`src/fas_pkg.sv`:
```
// fas_pkg: types, codes and constants shared by the frame asphericity statistics block
// depends on nothing; fas_datapath, fas_ctrl and the top file use it by scoped names
`default_nettype none

package fas_pkg;

    localparam logic [28:0] INV4PI = 29'd341782638;
    localparam logic [31:0] SAT32  = 32'hFFFF_FFFF;

    localparam logic [1:0] CFG_POINTS = 2'd0;
    localparam logic [1:0] CFG_START  = 2'd1;
    localparam logic [1:0] CFG_END    = 2'd2;

    typedef struct packed {
        logic [31:0] frame_time;
        logic [31:0] perimeter;
        logic [31:0] area;
    } t_fas_in;

    typedef struct packed {
        logic [31:0] out_time;
        logic [31:0] mean_value;
        logic [31:0] std_dev;
        logic [31:0] std_err;
    } t_fas_out;

    typedef struct packed {
        logic [15:0] points_per_frame;
        logic [31:0] start_time;
        logic [31:0] end_time;
    } t_fas_cfg;

    typedef enum logic [4:0] {
        ST_IDLE, ST_SQR, ST_MLO, ST_MHI, ST_CHK, ST_DIVQ, ST_SQ, ST_ACC,
        ST_DIVM, ST_DIVMS, ST_MM0, ST_MM1, ST_MM2, ST_DIFF, ST_STV, ST_DIVV,
        ST_RT1, ST_WSD, ST_EMIT
    } t_fas_state;

    typedef enum logic [4:0] {
        OP_NONE, OP_LOAD, OP_SQR, OP_MLO, OP_MHI, OP_CHK, OP_GETQ, OP_SQ,
        OP_ACC, OP_GETM, OP_GETMS, OP_MM0, OP_MM1, OP_MM2, OP_DIFF, OP_STV,
        OP_GETV, OP_RT1, OP_GETSD, OP_EMIT
    } t_fas_op;

    typedef struct packed {
        t_fas_op op;
        logic    div_go;
        logic    sqrt_go;
    } t_fas_cmd;

    typedef struct packed {
        logic q_sat;
        logic frame_end;
        logic early;
        logic late;
        logic var_big;
        logic se_sat;
        logic div_busy;
        logic sqrt_busy;
    } t_fas_sts;

endpackage

`default_nettype wire

```
`src/fas_ctrl.sv`:
```
// fas_ctrl: sequencer for one sample and the end-of-frame statistics, plus handshakes
// depends on fas_pkg; drives fas_datapath through command and status structs
`default_nettype none

module fas_ctrl (
    input  wire logic              i_clk,
    input  wire logic              i_rst_n,
    input  wire logic              i_in_valid,
    output logic                   o_in_stall,
    output logic                   o_out_valid,
    input  wire logic              i_out_stall,
    input  wire fas_pkg::t_fas_sts i_sts,
    output fas_pkg::t_fas_cmd      o_cmd
);

    fas_pkg::t_fas_state r_state, n_state;
    logic r_halted, n_halted;
    logic r_out_valid, n_out_valid;
    logic w_emit;

    assign w_emit = (r_state == fas_pkg::ST_EMIT) && !i_sts.sqrt_busy
                    && (!r_out_valid || !i_out_stall);

    always_ff @(posedge i_clk) begin
        if (!i_rst_n) begin
            r_state     <= fas_pkg::ST_IDLE;
            r_halted    <= 1'b0;
            r_out_valid <= 1'b0;
        end else begin
            r_state     <= n_state;
            r_halted    <= n_halted;
            r_out_valid <= n_out_valid;
        end
    end

    always_comb begin
        n_state = r_state;
        case (r_state)
            fas_pkg::ST_IDLE: begin
                if (i_in_valid && !r_halted) begin
                    n_state = fas_pkg::ST_SQR;
                end
            end
            fas_pkg::ST_SQR: n_state = fas_pkg::ST_MLO;
            fas_pkg::ST_MLO: n_state = fas_pkg::ST_MHI;
            fas_pkg::ST_MHI: n_state = fas_pkg::ST_CHK;
            fas_pkg::ST_CHK: n_state = i_sts.q_sat ? fas_pkg::ST_SQ : fas_pkg::ST_DIVQ;
            fas_pkg::ST_DIVQ: begin
                if (!i_sts.div_busy) begin
                    n_state = fas_pkg::ST_SQ;
                end
            end
            fas_pkg::ST_SQ: n_state = fas_pkg::ST_ACC;
            fas_pkg::ST_ACC: begin
                if (i_sts.frame_end && !i_sts.early && !i_sts.late) begin
                    n_state = fas_pkg::ST_DIVM;
                end else begin
                    n_state = fas_pkg::ST_IDLE;
                end
            end
            fas_pkg::ST_DIVM: begin
                if (!i_sts.div_busy) begin
                    n_state = fas_pkg::ST_DIVMS;
                end
            end
            fas_pkg::ST_DIVMS: begin
                if (!i_sts.div_busy) begin
                    n_state = fas_pkg::ST_MM0;
                end
            end
            fas_pkg::ST_MM0:  n_state = fas_pkg::ST_MM1;
            fas_pkg::ST_MM1:  n_state = fas_pkg::ST_MM2;
            fas_pkg::ST_MM2:  n_state = fas_pkg::ST_DIFF;
            fas_pkg::ST_DIFF: n_state = fas_pkg::ST_STV;
            fas_pkg::ST_STV:  n_state = fas_pkg::ST_DIVV;
            fas_pkg::ST_DIVV: begin
                if (!i_sts.div_busy) begin
                    n_state = fas_pkg::ST_RT1;
                end
            end
            fas_pkg::ST_RT1: n_state = fas_pkg::ST_WSD;
            fas_pkg::ST_WSD: begin
                if (!i_sts.div_busy && !i_sts.sqrt_busy) begin
                    n_state = fas_pkg::ST_EMIT;
                end
            end
            fas_pkg::ST_EMIT: begin
                if (w_emit) begin
                    n_state = fas_pkg::ST_IDLE;
                end
            end
            default: n_state = fas_pkg::ST_IDLE;
        endcase
    end

    always_comb begin
        o_cmd.op      = fas_pkg::OP_NONE;
        o_cmd.div_go  = 1'b0;
        o_cmd.sqrt_go = 1'b0;
        n_halted      = r_halted;
        n_out_valid   = r_out_valid && i_out_stall;
        case (r_state)
            fas_pkg::ST_IDLE: begin
                if (i_in_valid && !r_halted) begin
                    o_cmd.op = fas_pkg::OP_LOAD;
                end
            end
            fas_pkg::ST_SQR: o_cmd.op = fas_pkg::OP_SQR;
            fas_pkg::ST_MLO: o_cmd.op = fas_pkg::OP_MLO;
            fas_pkg::ST_MHI: o_cmd.op = fas_pkg::OP_MHI;
            fas_pkg::ST_CHK: begin
                o_cmd.op     = fas_pkg::OP_CHK;
                o_cmd.div_go = !i_sts.q_sat;
            end
            fas_pkg::ST_DIVQ: begin
                if (!i_sts.div_busy) begin
                    o_cmd.op = fas_pkg::OP_GETQ;
                end
            end
            fas_pkg::ST_SQ: o_cmd.op = fas_pkg::OP_SQ;
            fas_pkg::ST_ACC: begin
                o_cmd.op     = fas_pkg::OP_ACC;
                o_cmd.div_go = i_sts.frame_end && !i_sts.early && !i_sts.late;
                if (i_sts.frame_end && !i_sts.early && i_sts.late) begin
                    n_halted = 1'b1;
                end
            end
            fas_pkg::ST_DIVM: begin
                if (!i_sts.div_busy) begin
                    o_cmd.op     = fas_pkg::OP_GETM;
                    o_cmd.div_go = 1'b1;
                end
            end
            fas_pkg::ST_DIVMS: begin
                if (!i_sts.div_busy) begin
                    o_cmd.op = fas_pkg::OP_GETMS;
                end
            end
            fas_pkg::ST_MM0:  o_cmd.op = fas_pkg::OP_MM0;
            fas_pkg::ST_MM1:  o_cmd.op = fas_pkg::OP_MM1;
            fas_pkg::ST_MM2:  o_cmd.op = fas_pkg::OP_MM2;
            fas_pkg::ST_DIFF: o_cmd.op = fas_pkg::OP_DIFF;
            fas_pkg::ST_STV: begin
                o_cmd.op     = fas_pkg::OP_STV;
                o_cmd.div_go = 1'b1;
            end
            fas_pkg::ST_DIVV: begin
                if (!i_sts.div_busy) begin
                    o_cmd.op = fas_pkg::OP_GETV;
                end
            end
            fas_pkg::ST_RT1: begin
                o_cmd.op      = fas_pkg::OP_RT1;
                o_cmd.div_go  = 1'b1;
                o_cmd.sqrt_go = !i_sts.var_big;
            end
            fas_pkg::ST_WSD: begin
                if (!i_sts.div_busy && !i_sts.sqrt_busy) begin
                    o_cmd.op      = fas_pkg::OP_GETSD;
                    o_cmd.sqrt_go = !i_sts.se_sat;
                end
            end
            fas_pkg::ST_EMIT: begin
                if (w_emit) begin
                    o_cmd.op    = fas_pkg::OP_EMIT;
                    n_out_valid = 1'b1;
                end
            end
            default: o_cmd.op = fas_pkg::OP_NONE;
        endcase
    end

    assign o_in_stall  = r_state != fas_pkg::ST_IDLE;
    assign o_out_valid = r_out_valid;

    a_div_free: assert property (@(posedge i_clk) disable iff (!i_rst_n)
        o_cmd.div_go |-> !i_sts.div_busy)
        else $error("divider started while busy");

    a_sqrt_free: assert property (@(posedge i_clk) disable iff (!i_rst_n)
        o_cmd.sqrt_go |-> !i_sts.sqrt_busy)
        else $error("square root unit started while busy");

    a_halt_sticky: assert property (@(posedge i_clk) disable iff (!i_rst_n)
        r_halted |=> r_halted)
        else $error("halt cleared without reset");

    a_halt_ignores: assert property (@(posedge i_clk) disable iff (!i_rst_n)
        (r_state == fas_pkg::ST_IDLE && i_in_valid && r_halted)
        |=> (r_state == fas_pkg::ST_IDLE))
        else $error("word processed while halted");

    a_emit_waits: assert property (@(posedge i_clk) disable iff (!i_rst_n)
        (r_state == fas_pkg::ST_EMIT && r_out_valid && i_out_stall)
        |=> (r_state == fas_pkg::ST_EMIT))
        else $error("result overwrote a word still held");

endmodule

`default_nettype wire

```
`config.mk`:
```
export PLATFORM = sky130hd
export DESIGN_NAME = fas_ctrl
export DESIGN_NICKNAME = d
export VERILOG_FILES = /design/src/fas_pkg.sv /design/src/fas_ctrl.sv
export SDC_FILE = /design/constraint.sdc
export NUM_CORES = 1
export LEC_CHECK = 0
export ABC_AREA = 1
export BUFFER_PORTS_ARGS = -buffer_cell sky130_fd_sc_hd__buf_2
export CORE_UTILIZATION = 30
export CTS_BUF_LIST = sky130_fd_sc_hd__clkbuf_2
export CTS_CLUSTER_DIAMETER = 150
export DETAILED_ROUTE_END_ITERATION = 12
export GPL_ROUTABILITY_DRIVEN = 0
export SYNTH_ARGS = -nofsm -noshare
export SYNTH_HDL_FRONTEND = slang
export SYNTH_SLANG_ARGS = --single-unit
```
`constraint.sdc`:
```
create_clock -name i_clk -period 3.8 [get_ports i_clk]
set_clock_uncertainty 0.05 [all_clocks]
set_input_delay 0.76 -clock i_clk [delete_from_list [all_inputs] [get_ports i_clk]]
set_output_delay 0.76 -clock i_clk [all_outputs]
set_load 0.02 [all_outputs]
```
# Yosys cells after proc, flatten, opt, wreduce, memory -nomap -nowiden
# Index checks and enable logic that the tools add are counted.
dict set report op_classes {
  eq_ne 25
  reduce_logical 24
  n_mux 23
}
# op n
set ops {}
lappend ops {{5-bit one-hot mux with 19 select lines} 2}
lappend ops {{5-bit two-way mux} 11}
lappend ops {{5-bit by 4-bit == test with 1-bit output, second input constant} 8}
lappend ops {{5-bit by 3-bit == test with 1-bit output, second input constant} 4}
lappend ops {{5-bit == test, second input constant} 3}
lappend ops {{2-bit != test, second input constant} 7}
lappend ops {{5-bit by 2-bit == test with 1-bit output, second input constant} 2}
lappend ops {{1-bit zero test} 10}
lappend ops {{1-bit logical AND} 8}
lappend ops {{4-bit two-way mux} 2}
lappend ops {{7-bit AND reduction} 1}
lappend ops {{5-bit by 1-bit == test with 1-bit output, second input constant} 1}
lappend ops {{5-bit zero test} 1}
lappend ops {{5-bit nonzero test} 1}
lappend ops {{1-bit two-way mux} 4}
lappend ops {{1-bit one-hot mux with 4 select lines} 1}
lappend ops {{3-bit two-way mux} 1}
lappend ops {{2-bit two-way mux} 1}
lappend ops {{1-bit one-hot mux with 2 select lines} 1}
lappend ops {{2-bit AND reduction} 1}
lappend ops {{2-bit OR reduction} 1}
lappend ops {{1-bit logical OR} 1}
dict set report totals {
  elab_cells 75
  inputBits 12
  reg_bits 7
  output_inout_bits 9
}

# Logic depth before layout (Yosys ltp)
# Gate-level depths: netlist of run 1.
dict set report depth {
  depth_word 5
  mapped_depth 10
  depth_no_buf 10
}

# Least setup slack after synthesis of run 1
# Ideal clock, no wire load.
dict set report synth_timing {
  path_type {input port to output port}
  from {in i_sts[0] (netlist name)}
  to {out o_cmd[4] (netlist name)}
  path_slack_ps 1347
  n_path_buf 0
  arrival_ps 1643
  required_ps 2990
  path_stages 7
  path_cell_list {inv_1 > nand2_1 > nand2_2 > nand2_2 > nor2_4 > nand2_8 > a21oi_1}
}
# item line
set synth_rtl {}
lappend synth_rtl {{start, declared} fas_ctrl.sv:12} ;# input wire fas_pkg::t_fas_sts i_sts,
lappend synth_rtl {{end, declared} fas_ctrl.sv:13} ;# output fas_pkg::t_fas_cmd o_cmd

==> results.yml, run 1 <==
clock_network:
  cts.clk_slew.worst_paths_ps: 70
  postCtsHoldBufs: 0
  cts_sinks: 7
  clockBufferDepth: 2
  h-tree-depth: 1
  root_buffer: "clkbuf_2"
  cts_made_buffers: 3
  cts_tree: "yes"
  clk_latency_ps: 230
  post_cts_buffers: 0
  cts_resized: 0
final_layout:
  num_antenna_cells: 0
  finalNetCount: 166
  multi_input_area_um2: 533
  areaGrowthSynthToFinish_pct: 20.7
  n_fill_cell: 259
  register_area_um2: 140
  layout-drive-gt1-share_pct: 33.3
synthesis:
  syn-num-nets: 141
  synth_cell_type_count: 25
  ys_seq_area_share_pct: 18.7
  syn_area_um2: 748
  synth_top_area_share_pct: 18.7
  yosys.cell_count.top_type: "nand2_1"
  synthArstFlopShare_pct: 0
  synthTopCellsByCount: "nand2_1 (35), nor2_1 (17), inv_1 (13)"
  synthCells: 129
  synth-edff-count: 0
  synth_area_leaders: "dfxtp_1 (19%), nand2_1 (18%), nor2_1 (8.5%), inv_1 (6.5%), nor2_2 (5.9%)"
  yosys.area.top_type: "dfxtp_1"
  synth_flop_cell: "dfxtp_1"
  ys_ff_latch: 7
  synth.avg_cell_area_um2: 5.80
  ys.warnings.count: 0
die:
  pin_count: 21
  die_x_um: 51.9
  fp.dieH_um: 51.9
  die_area_um2: 2700
  rows: 17
  core_area_um2: 2280
  start_util_pct: 32.9
worst_setup_path:
  slowest_stage: "buf_2"
  crit_type: "in2out"
  cpLargestDelayFamily: "simple AND/OR/NAND/NOR gates"
  crit_path_end_kind: "primary output"
  critPathMaxFanout: 9
  worst_setup_path_start_kind: "primary input"
  cp_slowest_stage_delay_ps: 170
  cp_data_arrival_time_ps: 1740
  reg2reg_to: "r_state[1]$_SDFFE_PN0P_"
  worstRegToRegCells: 9
  worstReg2RegStart: "r_state[3]$_SDFFE_PN0P_"
  cp_num_buf_inv: 3
  worstPathRequired_ps: 2990
  r2r_slack_ps: 2300
  crit_chain: "buf_2, inv_1, nand2_1, nand2_2, nand2_2, nor2_4, nand2_8, a21oi_1, buf_2"
power:
  p_leak_nw: 0.491
  p_int_mw: 0.254
  max-vdd-ir-drop_v: 0.000262
  switching_share_pct: 56.2
  powerDensity_nw_per_um2: 643
  seq_power_share_pct: 20.1
  p_sw_mw: 0.327
  power_frac_clock_pct: 9.4
  p_comb_share_pct: 70.6
global_routing:
  grt_pass1_vias: 715
  use_met2_pct: 22.9
  antenna_found_initial: 0
  met1_usage_pct: 20.8
  grt_busiest_layer: "met2"
  use_met3_pct: 3.51
  grtUsageTotal_pct: 15.2
  grt_pass1_wl_um: 3050
  grt_max_degree: 10
  overflow: 0
routing:
  vias_per_cell: 4.64
  drt_iter0_drc: 18
  wl_per_cell_um: 10.5
  detail_route.drc_violations: 0
  ant_nets: 0
  dr.pass1.iters: 4
  via_count: 840
  finalWirelength_um: 1910
min_path:
  holdPathStages: 2
  min_to: "r_halted$_SDFFE_PN0P_"
  worst_hold_path_type: "reg2reg"
  hold_path_startpoint: "r_halted$_SDFFE_PN0P_"
flow_run:
  drv_cap: 0
timing:
  setup_violations: 0
  setup_slack_ps: 1250
  period_share_pct: 67.1
  max_slew_margin_pct: 76.7
  layout_min_cycle_time_ps: 2550
  drv_slew: 0
  rsz0062_at_grt: "false"
  tightestPinTransition_ps: 346
  tns_ps: 0
  fmax_mhz: 392
  hold_viol_final: 0
place:
  portBuffers: 20
  place_ws_ps: 1230
  dp_hpwl_um: 1630
outcome:
  status: "completed"
worst max-delay path by stage:
stage | from | endpoint | cells after the start
final | i_sts[1] | o_cmd[4] | 9
after global routing | i_sts[1] | o_cmd[4] | 9
after floorplan | i_sts[0] | o_cmd[4] | 7
after global placement | i_sts[1] | o_cmd[4] | 9
after detailed placement | i_sts[1] | o_cmd[4] | 9
after CTS | i_sts[1] | o_cmd[4] | 9
cell type report:
cell class	instances	share of cell area (%)
multi-input cells	102	59.0
flip-flops and latches	7	15.5
repair buffers	20	11.1
inverters	20	8.31
well taps	28	3.88
clock buffers	4	2.22
cell usage in the layout (no fill, tap or decap), drive strengths merged:
master	instances
a21oi	7
buf	20
clkbuf	4
clkinv	1
dfxtp	7
inv	19
nand2	43
nand3	10
nand3b	2
nand4	2
nor2	26
nor3	2
o2111ai	1
o211ai	1
o21ai	6
o221ai	1
o22ai	1
sequential cells by signal (all words and copies together), names as in the netlist:
| register | cells |
|---|---|
| r_state | 5 |
| o_out_valid | 1 |
| r_halted | 1 |
logic make-up after synthesis:
family                 synth area share [%]
DFF                                    18.7
and+or+nand+nor                        57.9
AOI/OAI and AO/OA                      13.4
buffers and inverters                  10.0
tightest hold or removal path: stages (launching register included):
cell	delay, ps
dfxtp_1	300
inv_1	60
a21oi_1	60
metrics by stage:
step	hold slack (ps)	total power, mW	instances	cell area [um^2]	util, %
finish	409	0.581	181	903	39.7
global route	456	0.640	181	903	39.7
CTS	411	0.585	181	903	39.7
detailed placement	400	0.527	177	883	38.8
global placement	396	0.527	177	883	38.8
floorplan	382	0.430	129	748	-
power by group through the flow:
stage | clock network, mW | registers (mW) | logic (mW)
floorplan | 0 | 0.113 | 0.317
global placement | 0 | 0.118 | 0.409
detailed placement | 0 | 0.118 | 0.409
CTS | 0.0573 | 0.116 | 0.412
global route | 0.0615 | 0.119 | 0.459
finish | 0.0543 | 0.117 | 0.410
per-layer routing:
metal	up-vias	part of all wire, %
li1	460	-
met1	360	49
met2	18	46
met3	2	4.4
met4	0	0.68
met5	-	0
Note: power is estimated with default switching activity, not from simulation.
==> run 2: changes to the inputs <==
Settings changed: ABC_AREA 1 to 0.
Clock period 3.8 ns to 2.6 ns, I/O delays scaled along.
==> results.yml, run 2 <==
routing:
  dr.pass1.iters: 4
  drt_iter0_drc: 9
  ant_nets: 0
  wl_per_cell_um: 13.3
  via_count: 827
  finalWirelength_um: 1930
  detail_route.drc_violations: 0
  vias_per_cell: 5.70
power:
  power_frac_clock_pct: 13.9
  p_leak_nw: 0.370
  powerDensity_nw_per_um2: 726
  p_comb_share_pct: 58.6
  p_int_mw: 0.313
  max-vdd-ir-drop_v: 0.000281
  seq_power_share_pct: 27.5
  switching_share_pct: 49.3
  p_sw_mw: 0.305
  finalPower_mw: 0.618
global_routing:
  antenna_found_initial: 0
  overflow: 0
  grt_pass1_vias: 740
  grt_pass1_wl_um: 3260
  grt_max_degree: 19
  grtUsageTotal_pct: 16.5
clock_network:
  cts_sinks: 7
  root_buffer: "clkbuf_2"
  cts_made_buffers: 3
  cts.clk_slew.worst_paths_ps: 80
  cts_tree: "yes"
  clk_latency_ps: 240
  h-tree-depth: 1
  clockBufferDepth: 2
synthesis:
  synthCells: 101
  syn-num-nets: 113
  yosys.area.top_type: "dfxtp_1"
  synth_top_area_share_pct: 19.0
  synth_cell_type_count: 45
  ys_ff_latch: 7
  synth_area_leaders: "dfxtp_1 (19%), nand2_1 (4.6%), buf_6 (4.6%), a21oi_1 (4.1%), nand3_1 (4.1%)"
  synth.avg_cell_area_um2: 7.32
  ys_seq_area_share_pct: 19.0
  synthArstFlopShare_pct: 0
  ys.warnings.count: 0
  synth-edff-count: 0
  synth_flop_cell: "dfxtp_1"
  yosys.cell_count.top_type: "nand2_1"
  synthTopCellsByCount: "nand2_1 (9), nor2_1 (8), dfxtp_1 (7)"
  syn_area_um2: 739
worst_setup_path:
  critPathMaxFanout: 12
  worstPathRequired_ps: 2030
  cpLargestDelayFamily: "simple AND/OR/NAND/NOR gates"
  cp_num_buf_inv: 1
  cp_slowest_stage_delay_ps: 580
  worst_setup_path_start_kind: "register"
  r2r_slack_ps: 790
  crit_chain: "nand3_1, nor2_1, nand4b_1, o211ai_1, buf_2"
  crit_type: "reg2out"
  crit_path_end_kind: "primary output"
  slowest_stage: "dfxtp_1"
  cp_data_arrival_time_ps: 1800
final_layout:
  largest_reg_flops: 5
  n_fill_cell: 252
  finalNetCount: 130
  layout_common_cells: "buf_2 (20), nand2_1 (9), nor2_1 (8)"
  areaGrowthSynthToFinish_pct: 15.2
  register_area_um2: 141
  top_register: "r_state"
  num_antenna_cells: 0
  multi_input_area_um2: 510
  layout-drive-gt1-share_pct: 29.9
  mostFrequentLayoutCell: "buf_2"
timing:
  tightestPinTransition_ps: 422
  max_slew_margin_pct: 71.8
  layout_min_cycle_time_ps: 2370
  setup_violations: 0
  fmax_mhz: 423
  hold_viol_final: 0
  rsz0062_at_grt: "false"
  period_share_pct: 91.0
  tns_ps: 0
  drv_slew: 0
outcome:
  status: "completed"
die:
  rows: 17
  pin_count: 21
  die_x_um: 51.6
  die_area_um2: 2670
  start_util_pct: 32.5
  fp.dieH_um: 51.6
  core_area_um2: 2280
min_path:
  worst_hold_path_type: "reg2reg"
flow_run:
  drv_cap: 0
place:
  portBuffers: 20
  dp_hpwl_um: 1460
[run 2: cell types whose count changed after synthesis, moves of 5 or more]
cell	before	now
nand2_1	35	9
nand2_2	6	0
nor2_2	7	0
inv_1	13	4
nor2_1	17	8
inv_2	6	0
buf_2	0	5
[run 2: metrics by stage]
step | instance area, um^2 | setup WS (ps) | std cells | util, % | hold WS [ps]
2_1_floorplan | 739 | 586 | 101 | - | 413
6_report | 852 | 235 | 145 | 37.4 | 470
4_1_cts | 851 | 104 | 145 | 37.4 | 484
3_5_place_dp | 831 | 411 | 141 | 36.5 | 458
3_3_place_gp | 831 | 439 | 141 | 36.5 | 441
5_1_grt | 852 | 89.4 | 145 | 37.4 | 514
[run 2: tightest hold or removal path, delay by kind of cell (launching register included)]
family | cells | cell delay [ps]
simple gates | 1 | 100
flops | 1 | 340
compound gates | 1 | 50
[run 2: area by class of cell]
| type | instances | share of cell area (%) |
|---|---|---|
| Clock buffer | 4 | 2.35 |
| Inverter | 4 | 1.76 |
| Multi-Input combinational cell | 78 | 59.9 |
| Sequential cell | 7 | 16.6 |
| Tap cell | 28 | 4.11 |
| Timing Repair Buffer | 24 | 15.3 |
[run 2: worst paths after layout]
path / startpoint / endpoint / depth (start not counted)
worst max-delay path: r_state[2]$_SDFFE_PN0P_ / o_cmd[1] / 5
worst min-delay path: r_halted$_SDFFE_PN0P_ / r_halted$_SDFFE_PN0P_ / 2
worst max register to register: r_state[0]$_SDFFE_PN0P_ / r_state[1]$_SDFFE_PN0P_ / 6
worst min register to register: r_halted$_SDFFE_PN0P_ / r_halted$_SDFFE_PN0P_ / 2
[run 2: cells by family after synthesis]
kind of cell / after synthesis / share of synthesized area [%]
AO/OA/AOI/OAI: 33 / 32.3
AND/OR/NAND/NOR: 43 / 34.4
buffers and inverters: 16 / 12.0
XOR/XNOR: 2 / 2.37
flip-flops: 7 / 19.0
[run 2: per-layer routing]
layer / vias to the layer above / track usage [%] / part of all wire, %
met2: 24 / 26.0 / 46
met3: 9 / 4.39 / 3.6
li1: 411 / - / -
met1: 383 / 20.3 / 47
met4: 0 / 9.01 / 3.2
met5: - / 0 / 0
[run 2: power by group through the flow]
stage,Clock [mW],Combinational (mW),Sequential [mW]
2_1_floorplan,0,0.314,0.132
3_3_place_gp,0,0.357,0.170
3_5_place_dp,0,0.360,0.171
4_1_cts,0.0903,0.362,0.169
5_1_grt,0.0939,0.398,0.173
6_report,0.0859,0.362,0.170
[run 2: what timing repair did]
item | 4_1_cts | 5_1_grt
setup buffers | 0 | 0
hold buffers | 0 | 0
gates resized for setup | 0 | 1
endpoints found under the setup margin | 0 | 3
==> run 3: changes to the inputs <==
Settings changed: CELL_PAD_IN_SITES_DETAIL_PLACEMENT set to 2, CELL_PAD_IN_SITES_GLOBAL_PLACEMENT set to 2, CORE_UTILIZATION 30 to 29, PLACE_DENSITY_LB_ADDON set to 0.1, RECOVER_POWER set to 100.
==> results.yml, run 3 (synthesis results as in run 2) <==
outcome:
  status: "completed"
final_layout:
  mostFrequentLayoutCell: "buf_2"
  layout_common_cells: "buf_2 (13), nand2_1 (9), nor2_1 (8)"
  top_register: "r_state"
  num_antenna_cells: 0
  largest_reg_flops: 5
  n_fill_cell: 294
  areaGrowthSynthToFinish_pct: 12.7
  finalNonFillerCells: 144
  layout-drive-gt1-share_pct: 25.9
  utilization_pct: 36.3
  final_area_um2: 833
  finalNetCount: 129
worst_setup_path:
  cp_data_arrival_time_ps: 1860
  startpoint: "r_state[1]$_SDFFE_PN0P_"
  r2r_slack_ps: 800
  critPathMaxFanout: 10
  crit_path_end_kind: "primary output"
  worstPathRequired_ps: 2030
  critPathCapture: "o_cmd[2]"
  worstReg2RegStart: "r_state[1]$_SDFFE_PN0P_"
  worstRegToRegCells: 5
  worst_setup_path_start_kind: "register"
  reg2reg_to: "r_state[1]$_SDFFE_PN0P_"
  crit_type: "reg2out"
timing:
  hold_viol_final: 0
  setup_slack_ps: 175
  whs_ps: 489
  tns_ps: 0
  fmax_mhz: 412
  tightestPinTransition_ps: 424
  setup_violations: 0
  rsz0062_at_grt: "false"
  period_share_pct: 93.3
  drv_slew: 0
  layout_min_cycle_time_ps: 2430
  max_slew_margin_pct: 71.7
clock_network:
  cts_tree: "yes"
  h-tree-depth: 1
  cts_made_buffers: 3
  post_cts_buffers: 0
  clockBufferDepth: 2
  cts_resized: 0
  postCtsHoldBufs: 0
  clk_latency_ps: 260
  cts.clk_slew.worst_paths_ps: 90
  root_buffer: "clkbuf_2"
  cts_sinks: 7
place:
  dp_hpwl_um: 1760
  portBuffers: 20
  postPlaceCellArea_um2: 823
  place_ws_ps: 324
  place_inst: 140
routing:
  dr.pass1.iters: 4
  wl_per_cell_um: 16.3
  detail_route.drc_violations: 0
  finalWirelength_um: 2350
  via_count: 801
  drt_iter0_drc: 6
  vias_per_cell: 5.56
  ant_nets: 0
power:
  switching_share_pct: 51.3
  powerDensity_nw_per_um2: 741
  max-vdd-ir-drop_v: 0.000310
  p_int_mw: 0.300
  p_sw_mw: 0.317
  seq_power_share_pct: 31.6
  p_leak_nw: 0.337
  power_frac_clock_pct: 14.9
  p_comb_share_pct: 53.4
  finalPower_mw: 0.617
global_routing:
  grt_max_degree: 19
  antenna_found_initial: 0
  grt_pass1_vias: 774
  grt_pass1_wl_um: 3850
  overflow: 0
  grtUsageTotal_pct: 19.6
flow_run:
  drv_cap: 0
die:
  core_area_um2: 2300
  pin_count: 21
  fp.dieH_um: 52.5
  die_x_um: 52.5
  die_area_um2: 2760
  rows: 17
  start_util_pct: 32.2
min_path:
  holdPathStages: 2
  worst_hold_path_type: "reg2reg"
==> run 3: cell types whose count changed in the layout (fill, tap and decap cells not counted), sizes merged <==
| cell | change |
|---|---|
| clkbuf | +8 |
| buf | -9 |
==> run 3: cell type report <==
class	instances	area (um^2)	area share, %
clock buffers	4	20.0	2.40
inverters	4	15.0	1.80
multi-input cells	78	505	60.7
flip-flops and latches	7	144	17.3
well taps	28	35.0	4.20
repair buffers	23	114	13.7
==> run 3: power by group through the flow <==
| stage | clock network (mW) | logic [mW] | registers [mW] |
|---|---|---|---|
| 2_1_floorplan | 0 | 0.314 | 0.132 |
| 3_3_place_gp | 0 | 0.341 | 0.194 |
| 3_5_place_dp | 0 | 0.345 | 0.194 |
| 4_1_cts | 0.0972 | 0.347 | 0.191 |
| 5_1_grt | 0.101 | 0.364 | 0.202 |
| 6_report | 0.0922 | 0.330 | 0.195 |
==> run 3: worst min path at each step <==
stage / start / to
3_5_place_dp: r_halted$_SDFFE_PN0P_ / r_halted$_SDFFE_PN0P_
4_1_cts: r_halted$_SDFFE_PN0P_ / r_halted$_SDFFE_PN0P_
6_report: r_halted$_SDFFE_PN0P_ / r_halted$_SDFFE_PN0P_
2_1_floorplan: r_halted$_SDFFE_PN0P_ / r_halted$_SDFFE_PN0P_
3_3_place_gp: r_halted$_SDFFE_PN0P_ / r_halted$_SDFFE_PN0P_
5_1_grt: r_halted$_SDFFE_PN0P_ / r_halted$_SDFFE_PN0P_
==> run 3: routing by layer <==
metal  vias to the layer above  track usage [%]  routed length (um)
met5                         -                0                   0
met4                         0             5.26                  24
met3                         2             5.22                 100
met2                        19             30.6                1060
met1                       377             26.3                1170
li1                        403                -                   -
==> run 3: critical path: stages, from the launching register on <==
cell and delay [ps]:
dfxtp_1 440, or3_1 480, a221o_1 380, nand2_1 70
clkbuf_1 230
